File: src/hdl/assert_macros.svh
// Assertion helpers used by the clipper module.
`ifndef ASSERT_MACROS_SVH
`define ASSERT_MACROS_SVH

// Implication checked on every rising clock edge, disabled during reset.
`define ASSERT_IMP(label, clk, rst_n, ante, cons) \
    label: assert property (@(posedge clk) disable iff (!rst_n) (ante) |-> (cons)) \
        else $error("assertion failed");

// Implication whose consequence is checked in the cycle after the antecedent.
`define ASSERT_NEXT(label, clk, rst_n, ante, cons) \
    label: assert property (@(posedge clk) disable iff (!rst_n) (ante) |=> (cons)) \
        else $error("assertion failed");

`endif

File: src/hdl/lcw_div_cell.sv
// ----------------------------------------------------------------------------
// Restoring divider cell
// Produces one quotient bit per cell for four unsigned divisions in parallel.
// ----------------------------------------------------------------------------
module lcw_div_cell #(
    parameter int NW  = 32,
    parameter int DW  = 13,
    parameter int BIT = 0
) (
    input  logic                i_clk,
    input  logic [3:0][NW-1:0]  i_rem,
    input  logic [3:0][DW-1:0]  i_den,
    input  logic [3:0][NW-1:0]  i_quo,
    output logic [3:0][NW-1:0]  o_rem,
    output logic [3:0][DW-1:0]  o_den,
    output logic [3:0][NW-1:0]  o_quo
);
    logic [3:0][NW-1:0] n_rem, n_quo;
    logic [3:0][NW-1:0] r_rem, r_quo;
    logic [3:0][DW-1:0] r_den;

    always_comb begin
        logic [NW+DW-1:0] sh;
        for (int k = 0; k < 4; k++) begin
            sh = {{NW{1'b0}}, i_den[k]} << BIT;
            n_rem[k] = i_rem[k];
            n_quo[k] = i_quo[k];
            if ({{DW{1'b0}}, i_rem[k]} >= sh) begin
                n_rem[k] = i_rem[k] - sh[NW-1:0];
                n_quo[k][BIT] = 1'b1;
            end
        end
    end

    always_ff @(posedge i_clk) begin
        r_rem <= n_rem;
        r_quo <= n_quo;
        r_den <= i_den;
    end

    assign o_rem = r_rem;
    assign o_quo = r_quo;
    assign o_den = r_den;
endmodule

File: config.mk
export PLATFORM = sky130hd
export DESIGN_NAME = lcw_div_cell
export DESIGN_NICKNAME = d
export VERILOG_FILES = /design/src/hdl/assert_macros.svh /design/src/hdl/lcw_div_cell.sv
export SDC_FILE = /design/constraint.sdc
export NUM_CORES = 1
export LEC_CHECK = 0
export BUFFER_PORTS_ARGS = -buffer_cell sky130_fd_sc_hd__buf_4
export CAP_MARGIN = 10
export CORE_AREA = 2 2 238 240
export DETAILED_ROUTE_END_ITERATION = 10
export DIE_AREA = 0 0 240 242
export PLACE_DENSITY = 0.43
export SETUP_SLACK_MARGIN = 0.02
export SYNTH_ARGS = -nofsm -noshare
export SYNTH_HDL_FRONTEND = slang
export SYNTH_SLANG_ARGS = --single-unit
File: constraint.sdc
create_clock -name i_clk -period 4.5 [get_ports i_clk]
set_input_delay 0.9 -clock i_clk [delete_from_list [all_inputs] [get_ports i_clk]]
set_output_delay 0.9 -clock i_clk [all_outputs]
set_load 0.01 [all_outputs]
Word level (Yosys, flattened, before mapping)

Cells that the tools add are included.

Logic and storage cells: 28
Flip-flop bits (word level): 308
Output and inout bits: 308
Bits of input ports: 309

Order comparisons: 4
Mux-type cells: 4
Add/subtract/negate cells: 4

Operator list:

| kind           | number |
|---|---|
| $ge 32x13->1   | 4 |
| $mux 32        | 4 |
| $sub 32x13->32 | 4 |

Depth between registers and ports, before layout

Gate-level depths: netlist of run 1.

Depth in word-level cells: 2
Depth in mapped cells: 12

Worst setup path before layout of run 1

No wires, ideal clock.

Path type: in2reg
Start point: input i_den[12] (netlist bit)
End point: register r_rem, in the netlist o_rem[11]
Stages: 8
Arrival time: 3.323 ns
Setup time: 0.121 ns
Path buffers: 1
Setup slack: 1.056 ns
Cell sequence: inv_1 > ha_1 > or4b_2 > or3_1 > o211a_1 > nand2_1 > buf_1 > mux2_2

RTL lines:

| item                 | line               | source |
|---|---|---|
| start, declared      | lcw_div_cell.sv:12 | `input logic [3:0][DW-1:0] i_den,` |
| end signal, assigned | lcw_div_cell.sv:36 | `r_rem <= n_rem;` |
| end, declared        | lcw_div_cell.sv:19 | `logic [3:0][NW-1:0] r_rem, r_quo;` |

==> summary.txt, run 1 <==
Run status
  – Status: finished clean

Clock tree
  – Hold_buf cts: 0
  – CTS buffer count: 39
  – H-tree Lvls: 2
  – Clock Path Buffers: 3
  – Clk sink count: 308
  – PostCTS Resize Cnt: 0
  – CTS tree: built
  – Post-CTS Setup Inserts: 0
  – CTS root buffer: clkbuf_16
  – Clk slew on worst S/H paths: 60 ps

Global routing
  – M3 GR Usage: about 4.3%
  – Antenna violations before repair: 0
  – Met1 Use GR: ~16%
  – Vias in the first global route: 10,922
  – GR Overflow Total: 0
  – GR peak layer: met2
  – Met2 global-route usage: 26.8%
  – Total global-route track usage: roughly 15%
  – Largest net degree at the start of global routing: 29
  – First-pass GRT wire length: roughly 66,000 µm

Synth
  – Synth Flop Type: dfxtp_1
  – Unique masters post-synth: 64
  – Warnings from Yosys: 0
  – Sequential share of the synthesized area: 54.5%
  – Post-synthesis mux area share: less than 1%
  – Post-Synth Simple-Gate Area: 16.3%
  – Cells after synthesis: ~1,100
  – Synth area leaders: dfxtp_1, xor2_1, ha_1
  – Post-synthesis compound-gate area fraction: between 10% and 20%
  – Xor and xnor fraction of the mapped netlist area: between 8 and 9%
  – Avg Inst Size Synth: just over 10 µm²
  – Post-synth top area cell: dfxtp_1
  – Number of synthesized register bits: ~310
  – Synthesized net count: ~1,500
  – Post-synth ARST share: 0%
  – Post-synthesis cell area: between 0.01 and 0.015 mm²
  – Number of flops mapped to enable cells by yosys: 0
  – Synth Area in Adders: ~6.5%
  – Post-synth top area share: between 50% and 60%
  – Largest family of logic cells by synthesized area: simple AND/OR/NAND/NOR gates

Layout
  – Commonest non-fill, non-tap cell in the layout: buf_4
  – Fraction of layout instances using a drive strength above 1: roughly two fifths
  – Area grow syn2layout: 60.0%
  – Commonest cells after routing, fill and taps aside: buf_4, dfxtp_1, nor2_1, xor2_1, nand2_1
  – Antenna Cells: 0
  – Multi-input gate area: a little under 0.005 mm²
  – Non-Filler Instances: between 2,000 and 3,000
  – Fillers: just under 6,000
  – Flip-flop and latch area: 0.00617 mm²
  – Post-route cell area: approximately 0.018 mm²
  – Nets: ~2,100

Power and ir drop
  – Peak VDD IR: 269 µV
  – Total power draw: roughly 0.0074 W
  – Power Dens Cells: 411 mW/mm²
  – Lkg Pwr: 8.38 nW

Timing
  – Fin crit period: ~3700 ps
  – Post-route worst setup slack: approximately 800 ps
  – Maximum clock frequency: approximately 270 MHz
  – RSZ-0062 raised after global routing: no
  – Pins Over Slew Limit: 0
  – Tcrit/Tclk final: 82.6%
  – Worst-Margin Slew: between 1000 and 1500 ps
  – Total Neg Setup Slack: 0 ps
  – Setup violators final: 0
  – Max-Slew Margin vs Limit: about 33%
  – Final Hold Vio Count: 0

Floorplanning
  – Core Box Area: between 0.05 and 0.06 mm²
  – Row count: 87
  – Chip width: roughly 240 µm
  – DIE AREA: slightly below 0.06 mm²
  – Vert. Die Dim: ~240 µm
  – Initial Utilization: about a fifth
  – I/O pins: 617

Drt
  – DRC viols: 0
  – 1st-pass router iterations: 5
  – Per-cell routed wire length: around 17 µm
  – Vias per cell: between 4 and 5
  – Vias: around 10,000
  – ANT nets after route: 0
  – Wirelength, routed: 44,300 µm
  – Detailed Route Iter0 Violations: 480

Place
  – Cell count after placement: ~2,500
  – DP Wirelength: roughly 37,000 µm
  – Placer Congestion: ~0.85
  – Pre-CTS WS: about 260 ps
  – I/O Buffers: 616
  – Post-DP Area: roughly 0.017 mm²

Min path
  – Hold WC Path Type: primary input to flop
  – Worst Hold Depth: 1

Worst setup path
  – CP Capture Type: flop
  – Worst Path Max Fanout: 28
  – Crit start category: primary input
  – Worst endpoint required time: approximately 5000 ps
  – Critical Path AT: roughly 4200 ps
  – CP Class: primary input to flop

Job
  – Max-cap violations: 0
path summary, 6_finish.rpt:
path | start | endpoint | slack (ps)
worst max-delay path | i_rem[44] | o_rem[53] | 780
worst min-delay path | i_quo[99] | o_quo[99] | 460
synthesized netlist by cell type (3+ instances only):
cell	count
o21a_1	9
and3_1	3
or3_1	18
nand2b_1	11
a211oi_1	11
o211ai_1	6
or4_1	14
o21ai_0	44
mux2_2	7
a31oi_1	6
a21boi_0	4
a21o_1	17
nor2_1	93
xnor2_1	37
or2_2	11
nand2_1	74
a311oi_1	3
o2111ai_1	3
nand4_1	11
o31ai_1	3
o21bai_1	4
xor2_1	75
clkbuf_1	17
dfxtp_1	308
nor4_1	39
inv_1	63
nand3b_1	6
o31a_1	3
nor2b_1	11
ha_1	52
fa_1	4
or4b_2	3
nand3_1	15
a21oi_1	56
and2_1	3
nor3_1	30
buf_2	3
nand4b_1	5
critical path, cell delays in order:
cell and delay (ps):
buf_4 110, ha_1 370, or4b_2 650, nor4_1 460
or4b_1 190, a211o_1 770, nand4_4 270, nor4_1 290
xor2_1 160
kinds of logic after synthesis:
logic type,after synthesis
flip-flops,308
multiplexers,8
XOR/XNOR,112
adder cells (fa/ha/maj),56
buffers and inverters,87
AO/OA/AOI/OAI,185
AND/OR/NAND/NOR,357
power breakdown:
group | switching, W | internal, W | leakage, nW
Combinational | 0.000652 | 0.000672 | 5.18
Clock | 0.00122 | 0.00187 | 0.602
Sequential | 0.0000700 | 0.00296 | 2.60
Total | 0.00194 | 0.00551 | 8.38
registers in the layout, summed over array words and instances (netlist names):
register  cells
o_quo       128
o_den        52
o_rem       128
layer usage:
metal,up-vias,wire length [µm]
li1,5134,-
met1,4847,17000
met2,409,22600
met3,59,3740
met4,0,1040
met5,-,0
area by class of cell:
| class | count | area share, % |
|---|---|---|
| inverters | 63 | 1.31 |
| repair buffers | 623 | 25.8 |
| clock inverters | 11 | 0.691 |
| flip-flops and latches | 308 | 34.1 |
| well taps | 756 | 5.22 |
| multi-input cells | 718 | 26.6 |
| clock buffers | 59 | 6.32 |
per-stage QoR:
stage | util (%) | hold WS, ps
floorplan | - | 928
global placement | 30.2 | 1000
detailed placement | 30.2 | 1010
CTS | 32.5 | 416
global route | 32.5 | 421
finish | 32.5 | 459
Power figures use the tool's default switching activity.
==> inputs of run 2 (changes only) <==
clock period = 3.6 ns   (was 4.5 ns; I/O delays follow)
==> run 2 against run 1 <==
Final cell count is 0.63% higher. Critical path depth rose by 3. Power increased by 27%. Via count barely moved. Non-clock buffer count up 17. Sequential share of layout area fell by 0.39 points. Hold slack worse by 180 ps. Design area increased by 1.2%. Combinational power rose by 27%. Clock power rose by 29%. Utilization rose by 0.37 points. Global-route usage decreased by 0.071 points. Largest cell class unchanged. Highest routed layer unchanged.
==> summary.txt, run 2 (synthesis results as in run 1) <==
Power and ir drop
  – Power Dens Cells: 515 mW/mm² (was 411 mW/mm²)
  – Reg power frac: 40.1% (was 40.7%)
  – Part of the power in the clock network: 42.2% (was 41.5%)
  – Sw Share: 25.6% (was 26.1%)
  – Comb power frac: 17.6% (was 17.8%)
  – Internal Power: 0.00703 W (was 0.00551 W)
  – Sw power: 0.00241 W (was 0.00194 W)
  – Lkg Pwr: 8.52 nW (was 8.38 nW)
  – Peak VDD IR: 361 µV (was 269 µV)

Timing
  – Setup violators final: 0 (unchanged)
  – Tcrit/Tclk final: between 80% and 90%
  – Maximum clock frequency: 336 MHz
  – RSZ-0062 raised after global routing: no (unchanged)
  – Max-Slew Margin vs Limit: 43.7% (was 32.7%)
  – Hold Worst Slack: 277 ps (was 459 ps)
  – Worst-Margin Slew: 823 ps (was 1010 ps)
  – Final Hold Vio Count: 0 (unchanged)
  – Pins Over Slew Limit: 0 (unchanged)
  – Total Neg Setup Slack: 0 ps (unchanged)
  – Fin crit period: approximately 3000 ps

Clock tree
  – Post-CTS Setup Inserts: 0 (unchanged)
  – Clock Path Buffers: 3 (unchanged)
  – CTS tree: built (unchanged)
  – CTS root buffer: clkbuf_16 (unchanged)
  – PostCTS Resize Cnt: 0 (unchanged)
  – H-tree Lvls: 2 (unchanged)
  – Clk slew on worst S/H paths: 60 ps (about the same)
  – Hold_buf cts: 0 (unchanged)
  – CTS buffer count: 38 (was 39)
  – Clk sink count: 308 (unchanged)

Drt
  – 1st-pass router iterations: 4 (was 5)
  – Met2 routed WL: 22,400 µm (was 22,600 µm)
  – DRC viols: 0 (unchanged)
  – Detailed Route Iter0 Violations: 495 (was 480)
  – M1 WL: 17,000 µm (about the same)
  – Wirelength, routed: 44,200 µm (was 44,300 µm)
  – Vias per cell: 4.09 (was 4.12)
  – Per-cell routed wire length: 17.3 µm (was 17.5 µm)
  – Top routing layer in use: met4 (unchanged)
  – Met3 WL: 3910 µm (was 3740 µm)
  – ANT nets after route: 0 (unchanged)
  – Vias: 10,451 (was 10,449)

Min path
  – Hold WC Path Type: primary input to flop (unchanged)

Floorplanning
  – Vert. Die Dim: 242 µm (unchanged)
  – Row count: 87 (unchanged)
  – Core Box Area: 0.0557 mm² (unchanged)
  – Initial Utilization: 20.3% (unchanged)
  – DIE AREA: 0.0581 mm² (unchanged)
  – I/O pins: 617 (unchanged)
  – Chip width: 240 µm (unchanged)

Layout
  – Area grow syn2layout: 61.8% (was 60.0%)
  – Fraction of layout instances using a drive strength above 1: 40.3% (was 39.6%)
  – Commonest non-fill, non-tap cell in the layout: buf_4 (unchanged)
  – Nets: 2,134 (was 2,118)
  – Commonest cells after routing, fill and taps aside: buf_4, dfxtp_1, nor2_1, xor2_1, nand2_1 (unchanged)
  – Final core occ: 32.9% (was 32.5%)

Job
  – Max-cap violations: 0 (unchanged)

Place
  – I/O Buffers: 616 (unchanged)
  – Placer Congestion: 0.852 (was 0.855)
  – DP Wirelength: 36,600 µm (was 36,500 µm)

Worst setup path
  – CP Capture Type: flop (unchanged)
  – Worst Path Max Fanout: 28 (unchanged)
  – Critical Path AT: 3370 ps (was 4180 ps)
  – Worst endpoint required time: 4000 ps (was 4960 ps)
  – CP Class: primary input to flop (unchanged)
  – Crit start category: primary input (unchanged)

Global routing
  – Largest net degree at the start of global routing: 29 (unchanged)
  – Antenna violations before repair: 1 (was 0)
  – GR Overflow Total: 0 (unchanged)
  – First-pass GRT wire length: 65,400 µm (was 65,600 µm)
  – Vias in the first global route: 10,793 (was 10,922)
  – Total global-route track usage: 14.6% (was 14.7%)

Run status
  – Status: finished clean (unchanged)
[run 2: cell type report]
cell class	instances	area, µm²
clock buffer	59	1180
fill	5848	37400
multi-input combinational	718	4810
clock inverter	9	126
timing repair buffer	640	4840
sequential	308	6170
tap	756	946
inverter	63	236
antenna	1	2.50
[run 2: path summary, 6_finish.rpt]
path	end	slack [ps]	cells past startpoint	start
worst min-delay path	o_quo[31]	280	1	i_quo[31]
worst max-delay path	o_rem[90]	630	12	i_rem[64]
[run 2: stage by stage]
stage / cells / power [W] / area (µm²) / setup slack, ps
2_1_floorplan: 1113 / 0.00453 / 11300 / 336
3_5_place_dp: 2485 / 0.00555 / 17000 / 175
5_1_grt: 2553 / 0.00989 / 18300 / 361
6_report: 2554 / 0.00944 / 18300 / 627
3_3_place_gp: 2485 / 0.00555 / 17000 / 209
4_1_cts: 2553 / 0.00962 / 18300 / 752
[run 2: worst max-delay path: stages]
cell	delay, ps
buf_4	70
inv_1	40
ha_1	230
fa_1	430
nor2b_1	160
o211ai_1	140
nand3b_1	130
a21oi_1	110
o2111a_1	310
buf_12	170
a2111oi_0	720
xor2_1	120
[run 2: power groups by stage]
| stage | registers [W] | clock network [W] | logic [W] |
|---|---|---|---|
| after CTS | 0.00379 | 0.00414 | 0.00170 |
| after floorplan | 0.00400 | 0 | 0.000529 |
| after detailed placement | 0.00386 | 0 | 0.00169 |
| final | 0.00379 | 0.00399 | 0.00167 |
| after global placement | 0.00386 | 0 | 0.00169 |
| after global routing | 0.00381 | 0.00427 | 0.00181 |
[run 2: per-layer routing]
layer / GRT usage (%) / vias to the layer above
met3: 4.85 / 52
met4: 3.98 / 0
li1: - / 5175
met1: 16.2 / 4850
met2: 26.4 / 374
met5: 0 / -
